==> src/sv/wmmt_pkg.sv <==
// shared types and constants of the windowed mean / min / max tracker
// no dependencies
`timescale 1ns / 1ps
`default_nettype none

package wmmt_pkg;

    // configuration register indexes
    typedef enum logic [1:0] {
        CFG_WINDOW_LENGTH = 2'd0,
        CFG_REJECT_DELAY  = 2'd1,
        CFG_NORM_LOW      = 2'd2,
        CFG_NORM_HIGH     = 2'd3
    } t_cfg_idx;

    // destination of a divider run
    typedef enum logic [1:0] {
        DIV_MEAN  = 2'd0,
        DIV_MNORM = 2'd1,
        DIV_ENORM = 2'd2
    } t_div_sel;

    // operation codes of an input item
    localparam logic OP_SAMPLE = 1'b0;
    localparam logic OP_TICK   = 1'b1;

    // divider operand widths (scaled numerator magnitude, denominator) and step counter width
    localparam int DIV_NW = 49;
    localparam int DIV_DW = 33;
    localparam int DIV_CW = 6;

    // commands from controller to datapath
    typedef struct packed {
        logic     clr;
        logic     load;
        logic     decide;
        logic     scan_rd;
        logic     scan_commit;
        logic     entry_rd;
        logic     div_start;
        t_div_sel div_sel;
        logic     out_load;
    } t_cmd;

    // status from datapath to controller
    typedef struct packed {
        logic clr_last;
        logic scan_last;
        logic is_tick;
        logic stored;
        logic div_done;
    } t_sts;

endpackage

`default_nettype wire

==> src/sv/wmmt_div.sv <==
// unsigned restoring divider, one quotient bit per cycle
// uses wmmt_pkg for operand widths
`timescale 1ns / 1ps
`default_nettype none

module wmmt_div (
    input  wire logic                        i_clk,
    input  wire logic                        i_rst_n,
    input  wire logic                        i_start,
    input  wire logic [wmmt_pkg::DIV_NW-1:0] i_num,
    input  wire logic [wmmt_pkg::DIV_DW-1:0] i_den,
    output logic                             o_done,
    output logic [wmmt_pkg::DIV_NW-1:0]      o_quot
);

    localparam int RW = wmmt_pkg::DIV_DW + 1;

    logic [wmmt_pkg::DIV_NW-1:0] r_num;
    logic [wmmt_pkg::DIV_DW-1:0] r_den;
    logic [RW-1:0]               r_rem;
    logic [wmmt_pkg::DIV_CW-1:0] r_cnt;
    logic                        r_busy;
    logic                        r_done;

    logic [RW-1:0] w_rem_sh;
    logic [RW:0]   w_diff;
    logic          w_qbit;

    // trial subtract of the shifted remainder
    always_comb begin
        w_rem_sh = {r_rem[RW-2:0], r_num[wmmt_pkg::DIV_NW-1]};
        w_diff   = {1'b0, w_rem_sh} - {2'b00, r_den};
        w_qbit   = !w_diff[RW];
    end

    always_ff @(posedge i_clk) begin
        if (!i_rst_n) begin
            r_busy <= 1'b0;
            r_done <= 1'b0;
            r_cnt  <= '0;
        end else begin
            r_done <= 1'b0;
            if (i_start) begin
                r_busy <= 1'b1;
                r_cnt  <= wmmt_pkg::DIV_CW'(wmmt_pkg::DIV_NW);
                r_num  <= i_num;
                r_den  <= i_den;
                r_rem  <= '0;
            end else if (r_busy) begin
                // quotient bits shift in where numerator bits leave
                r_rem <= w_qbit ? w_diff[RW-1:0] : w_rem_sh;
                r_num <= {r_num[wmmt_pkg::DIV_NW-2:0], w_qbit};
                r_cnt <= r_cnt - wmmt_pkg::DIV_CW'(1);
                if (r_cnt == wmmt_pkg::DIV_CW'(1)) begin
                    r_busy <= 1'b0;
                    r_done <= 1'b1;
                end
            end
        end
    end

    assign o_done = r_done;
    assign o_quot = r_num;

endmodule

`default_nettype wire

==> src/sv/wmmt_ctrl.sv <==
// controller state machine of the tracker
// uses wmmt_pkg command and status structs
`timescale 1ns / 1ps
`default_nettype none

module wmmt_ctrl (
    input  wire logic           i_clk,
    input  wire logic           i_rst_n,
    input  wire logic           i_in_valid,
    output logic                o_in_stall,
    output logic                o_out_valid,
    input  wire logic           i_out_stall,
    input  wire wmmt_pkg::t_sts i_sts,
    output wmmt_pkg::t_cmd      o_cmd
);

    typedef enum logic [3:0] {
        ST_CLEAR,
        ST_IDLE,
        ST_DECIDE,
        ST_SCAN,
        ST_SCAN_WAIT,
        ST_SCAN_END,
        ST_WAIT_MEAN,
        ST_ENTRY,
        ST_START_MNORM,
        ST_WAIT_MNORM,
        ST_WAIT_ENORM,
        ST_OUT
    } t_state;

    t_state r_state, n_state;
    logic   r_out_valid;
    wmmt_pkg::t_cmd w_cmd;

    // next state and commands
    always_comb begin
        n_state = r_state;
        w_cmd   = '0;
        w_cmd.div_sel = wmmt_pkg::DIV_MEAN;
        case (r_state)
            ST_CLEAR: begin
                w_cmd.clr = 1'b1;
                if (i_sts.clr_last) n_state = ST_IDLE;
            end
            ST_IDLE: begin
                if (i_in_valid) begin
                    w_cmd.load = 1'b1;
                    n_state    = ST_DECIDE;
                end
            end
            ST_DECIDE: begin
                w_cmd.decide = 1'b1;
                n_state = i_sts.is_tick ? ST_ENTRY : ST_SCAN;
            end
            ST_SCAN: begin
                w_cmd.scan_rd = 1'b1;
                if (i_sts.scan_last) n_state = ST_SCAN_WAIT;
            end
            ST_SCAN_WAIT: n_state = ST_SCAN_END;
            ST_SCAN_END: begin
                w_cmd.scan_commit = 1'b1;
                if (i_sts.stored) begin
                    w_cmd.div_start = 1'b1;
                    w_cmd.div_sel   = wmmt_pkg::DIV_MEAN;
                    n_state         = ST_WAIT_MEAN;
                end else begin
                    n_state = ST_ENTRY;
                end
            end
            ST_WAIT_MEAN: begin
                if (i_sts.div_done) n_state = ST_ENTRY;
            end
            ST_ENTRY: begin
                w_cmd.entry_rd = 1'b1;
                n_state = ST_START_MNORM;
            end
            ST_START_MNORM: begin
                w_cmd.div_start = 1'b1;
                w_cmd.div_sel   = wmmt_pkg::DIV_MNORM;
                n_state         = ST_WAIT_MNORM;
            end
            ST_WAIT_MNORM: begin
                if (i_sts.div_done) begin
                    w_cmd.div_start = 1'b1;
                    w_cmd.div_sel   = wmmt_pkg::DIV_ENORM;
                    n_state         = ST_WAIT_ENORM;
                end
            end
            ST_WAIT_ENORM: begin
                if (i_sts.div_done) n_state = ST_OUT;
            end
            ST_OUT: begin
                if (!r_out_valid || !i_out_stall) begin
                    w_cmd.out_load = 1'b1;
                    n_state        = ST_IDLE;
                end
            end
            default: n_state = ST_IDLE;
        endcase
    end

    // state and output valid
    always_ff @(posedge i_clk) begin
        if (!i_rst_n) begin
            r_state     <= ST_CLEAR;
            r_out_valid <= 1'b0;
        end else begin
            r_state <= n_state;
            if (w_cmd.out_load) r_out_valid <= 1'b1;
            else if (!i_out_stall) r_out_valid <= 1'b0;
        end
    end

    assign o_in_stall  = (r_state != ST_IDLE);
    assign o_out_valid = r_out_valid;
    assign o_cmd       = w_cmd;

    // an accepted item blocks the input until its result is loaded
    a_busy_after_accept: assert property (@(posedge i_clk) disable iff (!i_rst_n)
        (i_in_valid && !o_in_stall) |=> o_in_stall)
        else $error("input not stalled after transfer");

    // a waiting result is never overwritten
    a_no_overwrite: assert property (@(posedge i_clk) disable iff (!i_rst_n)
        (r_out_valid && i_out_stall) |-> !w_cmd.out_load)
        else $error("output register overwritten");

    // divider completions only arrive while a division is awaited
    a_done_expected: assert property (@(posedge i_clk) disable iff (!i_rst_n)
        i_sts.div_done |-> (r_state == ST_WAIT_MEAN || r_state == ST_WAIT_MNORM ||
                            r_state == ST_WAIT_ENORM))
        else $error("unexpected divider completion");

endmodule

`default_nettype wire

==> src/sv/wmmt_dpath.sv <==
// datapath of the tracker: configuration, sample ring, scan, divider and result registers
// uses wmmt_pkg and wmmt_div
`timescale 1ns / 1ps
`default_nettype none

module wmmt_dpath #(
    parameter int MAX_WINDOW = 64
) (
    input  wire logic               i_clk,
    input  wire logic               i_rst_n,
    input  wire logic               i_cfg_we,
    input  wire logic [1:0]         i_cfg_index,
    input  wire logic [31:0]        i_cfg_data,
    input  wire logic               i_operation,
    input  wire logic signed [31:0] i_sample_value,
    input  wire logic [5:0]         i_entry_index,
    input  wire wmmt_pkg::t_cmd     i_cmd,
    output wmmt_pkg::t_sts          o_sts,
    output logic                    o_accepted,
    output logic signed [31:0]      o_window_mean,
    output logic [30:0]             o_window_max,
    output logic signed [31:0]      o_window_min,
    output logic signed [31:0]      o_mean_normalised,
    output logic signed [31:0]      o_entry_normalised
);

    localparam int AW = (MAX_WINDOW > 1) ? $clog2(MAX_WINDOW) : 1;
    localparam int CW = AW + 1;
    localparam int SW = 32 + AW;
    localparam int NW = wmmt_pkg::DIV_NW;
    localparam int DW = wmmt_pkg::DIV_DW;

    // configuration
    logic [6:0]         r_wlen;
    logic [19:0]        r_delay;
    logic signed [31:0] r_low;
    logic signed [31:0] r_high;

    // current item
    logic               r_op;
    logic signed [31:0] r_sample;
    logic [5:0]         r_idx;
    logic [CW-1:0]      r_len;

    // tracker state
    logic signed [31:0] r_ring [MAX_WINDOW];
    logic [AW-1:0]      r_wpos;
    logic [20:0]        r_ticks;
    logic               r_awaiting;
    logic signed [31:0] r_mean, r_max, r_min;
    logic               r_stored;

    // scan and result working registers
    logic [CW-1:0]      r_addr;
    logic               r_acc_vld;
    logic signed [SW-1:0] r_sum;
    logic signed [31:0] r_smax, r_smin;
    logic signed [31:0] r_rd_data;
    logic signed [31:0] r_mnorm, r_enorm;
    wmmt_pkg::t_div_sel r_div_sel;
    logic               r_div_neg;

    // output registers
    logic               r_o_acc;
    logic signed [31:0] r_o_mean, r_o_min, r_o_mnorm, r_o_enorm;
    logic [30:0]        r_o_max;

    // effective window length
    logic [CW-1:0] w_len;
    always_comb begin
        if (r_wlen == 7'd0) w_len = CW'(1);
        else if (int'(r_wlen) > MAX_WINDOW) w_len = CW'(MAX_WINDOW);
        else w_len = CW'(r_wlen);
    end

    // store decision and write position
    logic          w_delay_nz, w_store;
    logic [20:0]   w_t_eff;
    logic [AW-1:0] w_pos, w_wpos_next;
    logic [CW-1:0] w_pos_inc;
    always_comb begin
        w_delay_nz  = (r_delay != 20'd0);
        w_t_eff     = (r_awaiting && w_delay_nz) ? 21'd0 : r_ticks;
        w_store     = (r_op == wmmt_pkg::OP_SAMPLE) &&
                      (!w_delay_nz || (w_t_eff > {1'b0, r_delay}));
        w_pos       = ({1'b0, r_wpos} < r_len) ? r_wpos : '0;
        w_pos_inc   = {1'b0, w_pos} + CW'(1);
        w_wpos_next = (w_pos_inc >= r_len) ? '0 : w_pos_inc[AW-1:0];
    end

    // ring write and read port selection
    logic          w_we;
    logic [AW-1:0] w_waddr, w_raddr;
    logic signed [31:0] w_wdata;
    always_comb begin
        w_we    = i_cmd.clr || (i_cmd.decide && w_store);
        w_waddr = i_cmd.clr ? r_addr[AW-1:0] : w_pos;
        w_wdata = i_cmd.clr ? 32'sd0 : r_sample;
        w_raddr = i_cmd.entry_rd ? AW'(r_idx) : r_addr[AW-1:0];
    end

    always_ff @(posedge i_clk) begin
        if (w_we) r_ring[w_waddr] <= w_wdata;
        if (i_cmd.scan_rd || i_cmd.entry_rd) r_rd_data <= r_ring[w_raddr];
    end

    // divider operands
    logic               w_sum_neg;
    logic [SW-1:0]      w_sum_mag;
    logic signed [32:0] w_nv, w_range;
    logic               w_nv_neg, w_range_ok, w_idx_ok;
    logic [32:0]        w_nv_mag;
    logic [NW-1:0]      w_num;
    logic [DW-1:0]      w_den;
    logic               w_neg;
    always_comb begin
        w_sum_neg  = r_sum[SW-1];
        w_sum_mag  = w_sum_neg ? SW'(-r_sum) : SW'(r_sum);
        w_nv       = (i_cmd.div_sel == wmmt_pkg::DIV_MNORM)
                     ? ({r_mean[31], r_mean} - {r_low[31], r_low})
                     : ({r_rd_data[31], r_rd_data} - {r_low[31], r_low});
        w_nv_neg   = w_nv[32];
        w_nv_mag   = w_nv_neg ? 33'(-w_nv) : 33'(w_nv);
        w_range    = {r_high[31], r_high} - {r_low[31], r_low};
        w_range_ok = !w_range[32] && (w_range != 33'sd0);
        w_idx_ok   = int'(r_idx) < int'(r_len);
        if (i_cmd.div_sel == wmmt_pkg::DIV_MEAN) begin
            w_num = NW'(w_sum_mag);
            w_den = DW'(r_len);
            w_neg = w_sum_neg;
        end else begin
            w_num = {w_nv_mag, 16'd0};
            w_den = DW'(w_range);
            w_neg = w_nv_neg;
        end
    end

    logic          w_div_done;
    logic [NW-1:0] w_quot;

    wmmt_div u_div (
        .i_clk   (i_clk),
        .i_rst_n (i_rst_n),
        .i_start (i_cmd.div_start),
        .i_num   (w_num),
        .i_den   (w_den),
        .o_done  (w_div_done),
        .o_quot  (w_quot)
    );

    // signed quotient, plain and saturated
    logic signed [31:0] w_q32, w_qsat;
    always_comb begin
        w_q32 = r_div_neg ? -w_quot[31:0] : w_quot[31:0];
        if (r_div_neg)
            w_qsat = (w_quot > NW'(33'h080000000)) ? 32'sh80000000 : -w_quot[31:0];
        else
            w_qsat = (w_quot > NW'(32'h7FFFFFFF)) ? 32'sh7FFFFFFF : w_quot[31:0];
    end

    // configuration writes
    always_ff @(posedge i_clk) begin
        if (!i_rst_n) begin
            r_wlen  <= 7'd64;
            r_delay <= 20'd0;
            r_low   <= 32'sd0;
            r_high  <= 32'sd65536;
        end else if (i_cfg_we) begin
            case (wmmt_pkg::t_cfg_idx'(i_cfg_index))
                wmmt_pkg::CFG_WINDOW_LENGTH: r_wlen  <= i_cfg_data[6:0];
                wmmt_pkg::CFG_REJECT_DELAY:  r_delay <= i_cfg_data[19:0];
                wmmt_pkg::CFG_NORM_LOW:      r_low   <= i_cfg_data;
                wmmt_pkg::CFG_NORM_HIGH:     r_high  <= i_cfg_data;
                default: ;
            endcase
        end
    end

    // item capture, decision, scan and results
    always_ff @(posedge i_clk) begin
        if (!i_rst_n) begin
            r_wpos     <= '0;
            r_ticks    <= '0;
            r_awaiting <= 1'b1;
            r_mean     <= '0;
            r_max      <= '0;
            r_min      <= '0;
            r_stored   <= 1'b0;
            r_addr     <= '0;
            r_acc_vld  <= 1'b0;
        end else begin
            r_acc_vld <= i_cmd.scan_rd;
            if (i_cmd.clr) r_addr <= r_addr + CW'(1);
            if (i_cmd.load) begin
                r_op     <= i_operation;
                r_sample <= i_sample_value;
                r_idx    <= i_entry_index;
                r_len    <= w_len;
            end
            if (i_cmd.decide) begin
                r_addr <= '0;
                r_sum  <= '0;
                r_smax <= '0;
                r_smin <= '0;
                if (r_op == wmmt_pkg::OP_TICK) begin
                    r_stored <= 1'b0;
                    if (r_ticks != '1) r_ticks <= r_ticks + 21'd1;
                end else begin
                    r_awaiting <= 1'b0;
                    r_stored   <= w_store;
                    r_ticks    <= (w_store && w_delay_nz) ? 21'd0 : w_t_eff;
                    if (w_store) r_wpos <= w_wpos_next;
                end
            end
            if (i_cmd.scan_rd) r_addr <= r_addr + CW'(1);
            // accumulate the entry read in the previous cycle
            if (r_acc_vld) begin
                r_sum <= r_sum + SW'(r_rd_data);
                if (r_rd_data > r_smax) r_smax <= r_rd_data;
                if (r_rd_data < r_smin) r_smin <= r_rd_data;
            end
            if (i_cmd.scan_commit) begin
                r_max <= r_smax;
                r_min <= r_smin;
            end
            if (w_div_done) begin
                case (r_div_sel)
                    wmmt_pkg::DIV_MEAN:  r_mean  <= w_q32;
                    wmmt_pkg::DIV_MNORM: r_mnorm <= w_range_ok ? w_qsat : 32'sd0;
                    wmmt_pkg::DIV_ENORM: r_enorm <= (w_range_ok && w_idx_ok) ? w_qsat : 32'sd0;
                    default: ;
                endcase
            end
            if (i_cmd.div_start) begin
                r_div_sel <= i_cmd.div_sel;
                r_div_neg <= w_neg;
            end
        end
    end

    // result register
    always_ff @(posedge i_clk) begin
        if (i_cmd.out_load) begin
            r_o_acc   <= r_stored;
            r_o_mean  <= r_mean;
            r_o_max   <= r_max[30:0];
            r_o_min   <= r_min;
            r_o_mnorm <= r_mnorm;
            r_o_enorm <= r_enorm;
        end
    end

    always_comb begin
        o_sts.clr_last  = (r_addr == CW'(MAX_WINDOW - 1));
        o_sts.scan_last = (r_addr == r_len - CW'(1));
        o_sts.is_tick   = (r_op == wmmt_pkg::OP_TICK);
        o_sts.stored    = r_stored;
        o_sts.div_done  = w_div_done;
    end

    assign o_accepted         = r_o_acc;
    assign o_window_mean      = r_o_mean;
    assign o_window_max       = r_o_max;
    assign o_window_min       = r_o_min;
    assign o_mean_normalised  = r_o_mnorm;
    assign o_entry_normalised = r_o_enorm;

    // a tick never reports a store
    a_tick_no_store: assert property (@(posedge i_clk) disable iff (!i_rst_n)
        (i_cmd.decide && r_op == wmmt_pkg::OP_TICK) |=> !r_stored)
        else $error("tick reported as stored");

    // the scan never runs past the window
    a_scan_in_window: assert property (@(posedge i_clk) disable iff (!i_rst_n)
        i_cmd.scan_rd |-> (r_addr < r_len))
        else $error("scan beyond window");

    // the maximum is never negative and the minimum never positive
    a_max_min_sign: assert property (@(posedge i_clk) disable iff (!i_rst_n)
        i_cmd.scan_commit |=> (!r_max[31] && (r_min[31] || r_min == 32'sd0)))
        else $error("max or min not clamped to zero");

endmodule

`default_nettype wire

==> src/sv/windowed_mean_min_max_tracker_top.sv <==
// Windowed mean / min / max tracker over a ring of MAX_WINDOW signed Q16.16 samples.
// After reset the ring is cleared one entry per cycle, all MAX_WINDOW entries, while the
// input stays stalled. One item is processed at a time. A sample runs the ring scan,
// then the mean division when the sample is stored, then an entry read, the two
// normalising divisions and the result load; a tick skips the scan and the mean
// division. Both use the shared one-bit-per-cycle divider (49 steps per division) and
// the single ring read port. Results sit in an output register, so the next item is
// taken while one waits.
`timescale 1ns / 1ps
`default_nettype none

module windowed_mean_min_max_tracker_top #(
    parameter int MAX_WINDOW = 64
) (
    input  wire logic               i_clk,
    input  wire logic               i_rst_n,
    input  wire logic               i_cfg_we,
    input  wire logic [1:0]         i_cfg_index,
    input  wire logic [31:0]        i_cfg_data,
    input  wire logic               i_in_valid,
    output logic                    o_in_stall,
    input  wire logic               i_operation,
    input  wire logic signed [31:0] i_sample_value,
    input  wire logic [5:0]         i_entry_index,
    output logic                    o_out_valid,
    input  wire logic               i_out_stall,
    output logic                    o_accepted,
    output logic signed [31:0]      o_window_mean,
    output logic [30:0]             o_window_max,
    output logic signed [31:0]      o_window_min,
    output logic signed [31:0]      o_mean_normalised,
    output logic signed [31:0]      o_entry_normalised
);

    wmmt_pkg::t_cmd w_cmd;
    wmmt_pkg::t_sts w_sts;

    // sequencing
    wmmt_ctrl u_ctrl (
        .i_clk       (i_clk),
        .i_rst_n     (i_rst_n),
        .i_in_valid  (i_in_valid),
        .o_in_stall  (o_in_stall),
        .o_out_valid (o_out_valid),
        .i_out_stall (i_out_stall),
        .i_sts       (w_sts),
        .o_cmd       (w_cmd)
    );

    // storage and arithmetic
    wmmt_dpath #(
        .MAX_WINDOW (MAX_WINDOW)
    ) u_dpath (
        .i_clk              (i_clk),
        .i_rst_n            (i_rst_n),
        .i_cfg_we           (i_cfg_we),
        .i_cfg_index        (i_cfg_index),
        .i_cfg_data         (i_cfg_data),
        .i_operation        (i_operation),
        .i_sample_value     (i_sample_value),
        .i_entry_index      (i_entry_index),
        .i_cmd              (w_cmd),
        .o_sts              (w_sts),
        .o_accepted         (o_accepted),
        .o_window_mean      (o_window_mean),
        .o_window_max       (o_window_max),
        .o_window_min       (o_window_min),
        .o_mean_normalised  (o_mean_normalised),
        .o_entry_normalised (o_entry_normalised)
    );

endmodule

`default_nettype wire
==> config.mk <==
export PLATFORM = sky130hd
export DESIGN_NAME = windowed_mean_min_max_tracker_top
export DESIGN_NICKNAME = d
export VERILOG_FILES = /design/src/sv/wmmt_pkg.sv /design/src/sv/wmmt_div.sv /design/src/sv/wmmt_ctrl.sv /design/src/sv/wmmt_dpath.sv /design/src/sv/windowed_mean_min_max_tracker_top.sv
export SDC_FILE = /design/constraint.sdc
export NUM_CORES = 2
export LEC_CHECK = 0
export BUFFER_PORTS_ARGS = -buffer_cell sky130_fd_sc_hd__buf_2
export CAP_MARGIN = 20
export CORE_ASPECT_RATIO = 1.25
export CORE_UTILIZATION = 35
export DETAILED_ROUTE_END_ITERATION = 7
export PLACE_DENSITY = 0.52
export SETUP_SLACK_MARGIN = 0.15
export SLEW_MARGIN = 5
export SYNTH_ARGS = -nofsm -noshare
export SYNTH_HDL_FRONTEND = slang
export SYNTH_SLANG_ARGS = --single-unit
==> constraint.sdc <==
create_clock -name i_clk -period 10.9 [get_ports i_clk]
set_input_delay 3.27 -clock i_clk [delete_from_list [all_inputs] [get_ports i_clk]]
set_output_delay 3.27 -clock i_clk [all_outputs]
set_load 0.03 [all_outputs]
==> impl_metrics.toml <==
[pwr]
p_clk_share_pct = 37.3
p_int_mw = 19.9
p_seq_share_pct = 45.8
power.leakage_nw = 47.6
pwr_density_cell_nw_per_um2 = 196
netSwitchingFraction_pct = 27.0
power.switching_mw = 7.35
peakVddDrop_uv = 141
share_comb_of_total_power_pct = 16.9

[worst_setup_path]
startpoint_type = "flip-flop"
critPathArrivalTime_ns = 6.91
worstPathCellList = "nand2b_1 > nor3_2 > buf_4 > nor2_1 > a21oi_1 > ha_1 > inv_1 > fa_1 > a211oi_1 > o21ai_1 > a21oi_2 > a21oi_1 > mux2_2 > or4_4 > or4_1 > nand2b_1 > o2111ai_1 > or3b_1"
endpoint_kind = "flip-flop"
critPathBufInv = 2
cpMaxStageDelayCell = "or4_1"
worst-setup-path-type = "reg2reg"
cp_max_fo = 61
critPathRequiredTime_ns = 11.56
path_delay_family = "simple AND/OR/NAND/NOR gates"
max_stage_delay_ns = 0.64

[synthesis]
synth_top_cell_area_share_pct = 63.6
synthesis.nets = 8394
synth_cells = 8068
synth_ff_type = "edfxtp_1"
synth_edf_count = 2570
syn_area_per_cell_um2 = 15.1
yosys-top-cells-area = "edfxtp_1 64%, mux4_2 9.5%, dfxtp_1 3.9%"
yosys.area.top_type = "edfxtp_1"
ys_seq_elements = 2806
yosysSeqAreaShare_pct = 67.4
syn-cell-area_um2 = 121000
ys_warn_count = 0
async_flop_share_pct = 0
synth.distinct_cells = 93

[detailed_routing]
routed_wl_um = 379000
vias = 72762
ant_nets = 0
drc_errors = 0
wl_per_cell_um = 28.6
detail_route.iter0.violations = 6097
avgViaCountPerCell = 5.49
drt_first_pass_iters = 5

[clock_network]
clkLatencyLatePin_ns = 0.95
clk_pin_slew_worst_paths_ns = 0.07
numCtsBuffers = 301
h-tree-depth = 5
postCtsSetupRepairBufs = 0
clockBufferDepth = 4
clkSinkCount = 2806
cts_resized = 0
ctsHoldBuffers = 0
tritoncts = "done"
cts_root_buf = "clkbuf_16"

[floorplan]
rows = 241
io-pin-count = 240
fp.dieW_um = 529
core_um2 = 345000
die_area_um2 = 349000
start_util_pct = 35.2
dieHeight_um = 661

[flow_run]
drv_cap = 0

[placed_design]
hpwl_um = 234000
place.gp.congestion = 0.912
placed_cells = 12698
port_buffers = 239

[sta]
period_share_pct = 57.4
worst_pin_slew_ns = 1.24
hold_viol_final = 0
slew_headroom_pct = 16.7
rsz0062_at_grt = "no"
finalCriticalPeriod_ns = 6.25
setup_viol = 0
fin_skew_ns = 0.0737
finalSetupTns_ns = 0
max_freq_ghz = 0.160
slew_violations = 0

[cells_and_area]
final_cells = 13256
syn_to_final_growth_pct = 14.5
nets = 8712
utilization_pct = 40.3
layout-drive-gt1-share_pct = 18.8

[global_routing]
track_usage_pct = 21.3
grt_max_degree = 142
antenna_found_initial = 14
grt_first_pass_wirelength_um = 535000
grt_pass1_vias = 73207
overflow = 0

[hold_path]
hold_path.class = "reg2reg"

[run_status]
status = "finished clean"
==> worst register-to-register path: stages, from the launching register on <==
cell and delay [ns]:
dfxtp_1 0.61, nand2b_1 0.16, nor3_2 0.17, buf_4 0.54, nor2_1 0.17, a21oi_1 0.15
ha_1 0.18, inv_1 0.07, fa_1 0.42, a211oi_1 0.36, o21ai_1 0.27, a21oi_2 0.33
a21oi_1 0.13, mux2_2 0.30, or4_4 0.56, or4_1 0.64, nand2b_1 0.33, o2111ai_1 0.26
or3b_1 0.35
==> final timing paths <==
path / startpoint / end / slack, ns / depth (start not counted)
worst max-delay path: u_ctrl.r_state[3] / u_dpath.u_div.o_quot[41] / 4.65 / 18
worst min-delay path: u_dpath.r_mnorm[20] / u_dpath.o_mean_normalised[20] / 0.41 / 0
worst max register to register: u_ctrl.r_state[3] / u_dpath.u_div.o_quot[41] / 4.65 / 18
worst min register to register: u_dpath.r_mnorm[20] / u_dpath.o_mean_normalised[20] / 0.41 / 0
==> final cells by class <==
| type | instances | area [um2] |
|---|---|---|
| diodes | 9 | 22.5 |
| well taps | 4617 | 5780 |
| multi-input cells | 4560 | 37700 |
| flip-flops and latches | 2806 | 81900 |
| fillers | 31628 | 206000 |
| repair buffers | 464 | 3070 |
| clock buffers | 373 | 8090 |
| clock inverters | 174 | 1600 |
| inverters | 253 | 950 |
==> power groups by stage <==
stage,combinational [mW],sequential (mW),clock [mW]
6_report,4.61,12.5,10.2
5_1_grt,4.90,12.5,10.7
4_1_cts,4.70,12.5,10.4
3_5_place_dp,4.69,12.7,0
3_3_place_gp,4.65,12.7,0
2_1_floorplan,2.97,12.7,0
==> synth_stat cells (all sizes together) (101+ instances only) <==
| cell | count |
|---|---|
| nand2 | 948 |
| nor3 | 190 |
| a211oi | 143 |
| a311oi | 101 |
| nor2 | 283 |
| mux4 | 512 |
| dfxtp | 236 |
| a21oi | 294 |
| xor2 | 123 |
| clkbuf | 357 |
| edfxtp | 2570 |
| and2 | 172 |
| nand3 | 136 |
| inv | 253 |
| o21ai | 226 |
| a21boi | 164 |
| ha | 244 |
==> metal layers <==
layer	share of wire, %	vias to the layer above	global-route usage (%)
li1	-	32024	-
met1	39	37953	25.7
met2	51	2222	38.0
met3	5.2	555	2.85
met4	4.4	8	8.65
met5	0.013	-	0
==> per-stage QoR <==
stage	cell area, um2	worst slack (ns)	hold slack (ns)	power, mW
floorplan	121000	2.82	0.400	15.6
global placement	129000	4.55	0.409	17.3
detailed placement	129000	4.73	0.405	17.4
CTS	139000	4.67	0.418	27.5
global route	139000	4.15	0.424	28.1
finish	139000	4.65	0.415	27.2
==> flip-flops by register name, summed over array words and instances, names as in the netlist, 33 cells and up <==
signal	cells
u_dpath.r_ring	2048
u_dpath.r_sum	38
u_dpath.u_div.o_quot	49
u_dpath.u_div.r_den	33
u_dpath.u_div.r_rem	33
==> cells in the final DEF, fill, tap and decap left out, types with 220 or more instances in the layout <==
cell type	instances
a21oi_1	292
buf_2	242
clkbuf_16	311
dfxtp_1	236
edfxtp_1	2570
ha_1	244
inv_1	252
mux4_2	512
nand2_1	945
o21ai_0	220
==> kinds of logic (layout without fill, tap and decap cells) <==
family	after synthesis	count (layout)	share of synthesized area, %
compound gates	1414	1414	8.02
flops	2806	2806	67.4
xor+xnor	201	201	1.45
simple gates	2113	2113	8.16
other cells	0	9	0
mux	584	584	10.1
buf+inv	702	1264	2.25
fa+ha+maj	248	248	2.58
No activity file was read; power rests on OpenSTA's default activity.
